**config.mk**
```make
export PLATFORM = sky130hd
export DESIGN_NAME = isl_cell
export DESIGN_NICKNAME = d
export VERILOG_FILES = /design/src/design/isl_pkg.sv /design/src/design/isl_cell.sv
export SDC_FILE = /design/constraint.sdc
export NUM_CORES = 1
export LEC_CHECK = 0
export BUFFER_PORTS_ARGS = -buffer_cell sky130_fd_sc_hd__buf_2
export CAP_MARGIN = 10
export CORE_UTILIZATION = 41
export CTS_BUF_LIST = sky130_fd_sc_hd__clkbuf_4 sky130_fd_sc_hd__clkbuf_8 sky130_fd_sc_hd__clkbuf_16
export DETAILED_ROUTE_END_ITERATION = 12
export HOLD_SLACK_MARGIN = 0.1
export PLACE_DENSITY = 0.87
export SETUP_SLACK_MARGIN = 0.3
export SLEW_MARGIN = 0
export SYNTH_ARGS = -nofsm -noshare
export SYNTH_HDL_FRONTEND = slang
export SYNTH_SLANG_ARGS = --single-unit
export TNS_END_PERCENT = 20
```
**constraint.sdc**
```tcl
create_clock -name clk -period 10.59 [get_ports clk]
set_input_delay 2.118 -clock clk [delete_from_list [all_inputs] [get_ports clk]]
set_output_delay 2.118 -clock clk [all_outputs]
set_load 0.02 [all_outputs]
```
**src/design/isl_pkg.sv**
```systemverilog
// Package for the indexed sequence list block.
// Holds the command, status and cell operation codes shared by the modules.
// No dependencies.
package isl_pkg;

  localparam int CMD_W   = 4;
  localparam int POS_W   = 9;
  localparam int VAL_W   = 32;
  localparam int STAT_W  = 2;
  localparam int COUNT_W = 9;

  // Input item packing (lowest bit first): command, position, item_value.
  localparam int IN_CMD_LO  = 0;
  localparam int IN_POS_LO  = IN_CMD_LO + CMD_W;
  localparam int IN_VAL_LO  = IN_POS_LO + POS_W;
  localparam int IN_DATA_W  = 48;

  localparam int OUT_DATA_W = 48;
  localparam int OUT_PAD_W  = OUT_DATA_W - (STAT_W + 1 + VAL_W + COUNT_W);

  typedef enum logic [CMD_W-1:0] {
    CMD_ADD_FRONT = 4'd0,
    CMD_ADD_BACK  = 4'd1,
    CMD_ADD_AT    = 4'd2,
    CMD_REM_FRONT = 4'd3,
    CMD_REM_BACK  = 4'd4,
    CMD_REM_AT    = 4'd5,
    CMD_FIND      = 4'd6,
    CMD_GET       = 4'd7,
    CMD_CLEAR     = 4'd8
  } cmd_t;

  typedef enum logic [STAT_W-1:0] {
    ST_OK    = 2'd0,
    ST_RANGE = 2'd1,
    ST_FULL  = 2'd2,
    ST_EMPTY = 2'd3
  } status_t;

  typedef enum logic [2:0] {
    OP_NOP  = 3'd0,
    OP_INS  = 3'd1,
    OP_DEL  = 3'd2,
    OP_FIND = 3'd3,
    OP_GET  = 3'd4
  } cell_op_t;

  // Broadcast to every cell of the chain.
  typedef struct packed {
    cell_op_t          op;
    logic [VAL_W-1:0]  key;
  } cell_cmd_t;

endpackage

```
**src/design/isl_cell.sv**
```systemverilog
// One storage cell of the list chain: holds one entry and trades it with
// its neighbors on insert and remove. Depends on isl_pkg.
module isl_cell
  import isl_pkg::*;
#(
  parameter int IDX = 0,
  parameter int IW  = 8,
  parameter int CW  = 9
) (
  input  logic              clk,
  input  cell_cmd_t         cmd,
  input  logic [IW-1:0]     at,
  input  logic [CW-1:0]     cnt,
  input  logic [VAL_W-1:0]  left_value,
  input  logic [VAL_W-1:0]  right_value,
  output logic [VAL_W-1:0]  value,
  output logic              hit,
  output logic [VAL_W-1:0]  rd
);

  logic [VAL_W-1:0] value_r;
  logic [VAL_W-1:0] value_nxt;
  logic             above_at;
  logic             at_here;

  assign above_at = IW'(IDX) > at;
  assign at_here  = IW'(IDX) == at;

  always_comb begin
    value_nxt = value_r;
    case (cmd.op)
      OP_INS: begin
        if (above_at) value_nxt = left_value;
        else if (at_here) value_nxt = cmd.key;
      end
      OP_DEL: begin
        if (above_at || at_here) value_nxt = right_value;
      end
      default: value_nxt = value_r;
    endcase
  end

  always_ff @(posedge clk) begin
    value_r <= value_nxt;
  end

  assign value = value_r;
  // Only entries below the count take part in a search.
  assign hit   = (cmd.op == OP_FIND) && (CW'(IDX) < cnt) && (value_r == cmd.key);
  assign rd    = ((cmd.op == OP_GET) && at_here) ? value_r : '0;

endmodule

```
Word-level counts from Yosys, hierarchy flattened

Index checks and enable logic that the tools add are counted.

$add $sub $neg: 0
$mul: 0
Divide/modulo/power cells: 0
Order comparisons: 2
Eq/ne operators: 7
Shift operators: 0
Multiplexer cells: 5
Bitwise logic cells: 0
Reductions and logical operators: 7

Operators by type and width:

| kind               | number |
|---|---|
| $mux 32            | 4 |
| $pmux 32 s2        | 1 |
| $eq 32x32->1       | 1 |
| $lt 1x9->1 const A | 1 |
| $gt 1x8->1 const A | 1 |
| $logic_not 8->1    | 1 |
| $eq 3x2->1 const B | 2 |
| $eq 3x1->1 const B | 1 |
| $eq 3x3->1 const B | 1 |
| $logic_and 1x1->1  | 3 |
| $ne 3x3->1 const B | 1 |
| $reduce_and 3->1   | 1 |
| $ne 2x2->1 const B | 1 |
| $reduce_bool 2->1  | 1 |
| $logic_or 1x1->1   | 1 |

Register bits: 32
Latch bits: 0
RAM bits: 0
Bits in read-only memories: 0
Bits of input ports: 117
Output and inout bits: 65
Word-level logic and storage cells: 22
Memories: 0

Depth between registers and ports, before layout

Word-level depth: 4
Mapped depth: 5
Mapped depth without buffers: 4

Worst setup path before layout

No wires, ideal clock.

Path kind: input port to output port
Start: input cmd[31] (netlist name)
End: output hit
Arrival time: 3.341 ns
Data required time: 8.472 ns
Path slack: 5.131 ns
Cell stages on the path: 4
Buffers on the path: 0
Cells stage by stage: xor2_1 -> nor4_1 -> nand3_1 -> nor4_1

Longest elaborated chain between the ends: 2

RTL lines:

| element            | line           | text |
|---|---|---|
| start: declaration | isl_cell.sv:11 | `input cell_cmd_t cmd,` |
| $eq 32x32->1       | isl_cell.sv:49 | `assign hit = (cmd.op == OP_FIND) && (CW'(IDX) < cnt) && (value_r == cmd.key);` |
| $logic_and 1x1->1  | isl_cell.sv:49 |  |
| end: declaration   | isl_cell.sv:17 | `output logic hit,` |

No other way between the ends.

Worst setup path in the final report

Start: input at[7]
End: output rd[24]

Longest elaborated chain between the ends: 3

RTL lines:

| element            | line           | text |
|---|---|---|
| start: declaration | isl_cell.sv:12 | `input logic [IW-1:0] at,` |
| $logic_not 8->1    | isl_cell.sv:27 | `assign at_here = IW'(IDX) == at;` |
| $logic_and 1x1->1  | isl_cell.sv:50 | `assign rd = ((cmd.op == OP_GET) && at_here) ? value_r : '0;` |
| $mux 32            | isl_cell.sv:50 |  |
| end: declaration   | isl_cell.sv:18 | `output logic [VAL_W-1:0] rd` |

No other way between the ends.

==> parameters.txt <==
Parameter                              Value

Pwr
  Tot Pwr    0.270 mW
  Net switching power figure    0.0565 mW
  Static leakage    1.37 nW
  Portion of total power attributed to sequential cells    51.9%
  Combinational share of power    13.7%
  Sw frac    20.9%
  Worst vdd ir    0.0638 mV
  Pwr/cell area    92.0 nW/um^2
  Cell Int Power    0.214 mW
  Clock group share of total power    34.4%

Setup path
  Worst stage delay on the critical path    0.63 ns
  Slowest-stage cell, CP    sky130_fd_sc_hd__nor4b_4
  Worst Setup EP    rd[24]
  Chain of cells forming the critical path    buf_2, nor4_1, nand2_1, nor4b_4, buf_6, and2_2, buf_2
  Kind of capture point of the worst setup path    output port
  Startpoint type of the worst setup path    primary input
  Critical setup path kind    primary input to output port
  Data required time of the worst path    8.47 ns
  Crit-path max FO    18
  Data arrival time at the worst-slack endpoint    3.87 ns
  Critical Path Most Common Cell    sky130_fd_sc_hd__buf_2
  CP Launch Point    at[7]

Timing
  Worst-case setup margin in the final layout    4.60 ns
  Number of hold-slack violations in the final timing report    0
  Share of the clock period used by the worst path after layout    56.6%
  Actual transition at the worst max-transition pin    0.902 ns
  Final setup violating endpoints    0
  Hold WS    2.14 ns
  Min cycle time layout    5.99 ns
  Worst slew margin relative to its limit    39.7%
  Final-layout setup total negative slack    0 ns
  Achievable frequency    167 MHz
  Max-slew violations    0
  Setup repair after global routing missed its margin    false

Logic synthesis
  Share of async-settable or async-resettable flops after synthesis    0%
  Count of distinct cell types in the synthesized netlist    17
  Synth warn    0
  Net count after synthesis    276
  Flop and latch count out of synthesis    32
  Dominant cells by area after synthesis    sky130_fd_sc_hd__edfxtp_1 (47%), sky130_fd_sc_hd__mux2_2 (17%), sky130_fd_sc_hd__xor2_1 (12%)
  Number of instances in the synthesized netlist    159
  Summed instance area of the synthesized netlist    2030 sq um
  Number of enable-type register cells in the synthesized netlist    32
  Average footprint of a synthesized cell    12.8 sq um
  Top cell type's share of synthesized area    47.3%
  Primary flip-flop cell chosen by synthesis mapping    sky130_fd_sc_hd__edfxtp_1
  Register area share after synthesis    47.3%
  Yosys top cell by area    sky130_fd_sc_hd__edfxtp_1

Global routing
  Via count of the first global-routing pass    1725
  Global route overflow    0
  Total global-route track usage    19.2%
  Largest net degree at the start of global routing    33
  Wire length of the first global-routing pass    7640 microns
  Antenna violations before repair    0

Placement
  Placed Cells    369
  HPWL reported at the end of detailed placement    3910 microns
  Last weighted congestion value of the routability-driven placer    0.767
  Number of port buffers    149
  Post-Place Cell Area    2840 sq um
  Setup Slack @ Placement    4.25 ns

Finish
  Share of final-layout standard cells stronger than drive strength 1    68.5%
  Share of the core filled with cells    61.7%
  Fin cells    378
  Area added between synthesis and finish    44.6%
  Finished layout cell area    2940 sq um
  Layout fillers    424
  Final nets    427
  Largest register FFs    32
  Most common library cell in the layout ignoring fill and taps    sky130_fd_sc_hd__buf_2
  Diodes inserted    0
  Highest-count cells in the layout ignoring fill and taps    sky130_fd_sc_hd__buf_2 (149), sky130_fd_sc_hd__edfxtp_1 (32), sky130_fd_sc_hd__mux2_2 (31)

Clock network
  Number of clock sinks seen by CTS    32
  Buffers from clock root to sink, at most    2
  Number of buffers created by CTS    5
  Clock slew seen by the registers of the worst setup and hold paths    0.06 ns
  Post-CTS repair timing setup buffer count    0
  Cell chosen for the clock root    sky130_fd_sc_hd__clkbuf_8
  Gates resized, CTS repair    0
  CTS tree    yes
  Post-CTS Hold Fix Bufs    0
  Max H-tree Level    2

Floorplanning
  Total number of placement rows    25
  Starting density of the core    42.7%
  Top Ports    182
  Die Y-Extent    72.4 microns
  Die width    72.4 microns
  Area of the die    5240 sq um
  Core Footprint    4750 sq um

Route
  Post-detailed-route via-to-cell ratio    4.73
  Routed wirelength normalized by instance count    13.2 microns
  Drt pass-1 iters    4
  DRC violation count after routing    0
  Antenna-violating nets left    0
  Total Routed Length    4970 microns
  Overall via count from detail_route    1787
  Drt initial violations    43

Run status
  Status    finished, final reports clean

Run
  Count of maximum capacitance violations    0

Worst hold path
  Worst min-delay path class    primary input to register
worst max-delay path: cells and delay by family:
family / cells / cell delay [ns]
and+or+nand+nor: 4 / 1.25
buffers and inverters: 3 / 0.50
routing by layer:
| metal | global-route usage, % | up-vias | part of all wire (%) |
|---|---|---|---|
| met3 | 5.14 | 9 | 7.2 |
| met4 | 5.88 | 0 | 1.1 |
| met5 | 0 | - | 0 |
| met2 | 37.7 | 88 | 54 |
| li1 | - | 871 | - |
| met1 | 19.4 | 819 | 38 |
cells by family after synthesis:
group	count (synthesis)	share of synthesized area (%)
xor+xnor	33	14.2
simple gates	55	18.6
mux	32	17.8
buf+inv	7	2.10
flops	32	47.3
how the worst min path moves through the flow:
stage,from,to,depth (start not counted)
after global routing,right_value[13],value[13],2
final,right_value[2],value[2],2
after floorplan,cmd[6],value[6],1
after global placement,right_value[6],value[6],2
after CTS,right_value[2],value[2],2
after detailed placement,right_value[2],value[2],2
synthesized netlist by cell type, drive strengths merged (2+ instances only):
cell type / instances
buf: 3
nand3: 3
nor4: 11
edfxtp: 32
xnor2: 5
nand4: 2
clkbuf: 4
xor2: 28
mux2: 32
nor2b: 2
nor3: 2
and2: 32
power by group through the flow:
stage	Sequential (mW)	Combinational, mW	Clock, mW
finish	0.140	0.0370	0.0929
global route	0.140	0.0410	0.0998
CTS	0.140	0.0374	0.0961
detailed placement	0.143	0.0372	0
global placement	0.143	0.0360	0
floorplan	0.143	0.0167	0
layout make-up:
class	count	area, sq um	area share, %
multi-input cells	120	1040	35.4
flip-flops and latches	32	961	32.7
repair buffers	151	764	26.0
clock buffers	7	83.8	2.86
well taps	67	83.8	2.86
clock inverters	1	3.75	0.128
Power figures use the tool's default switching activity.
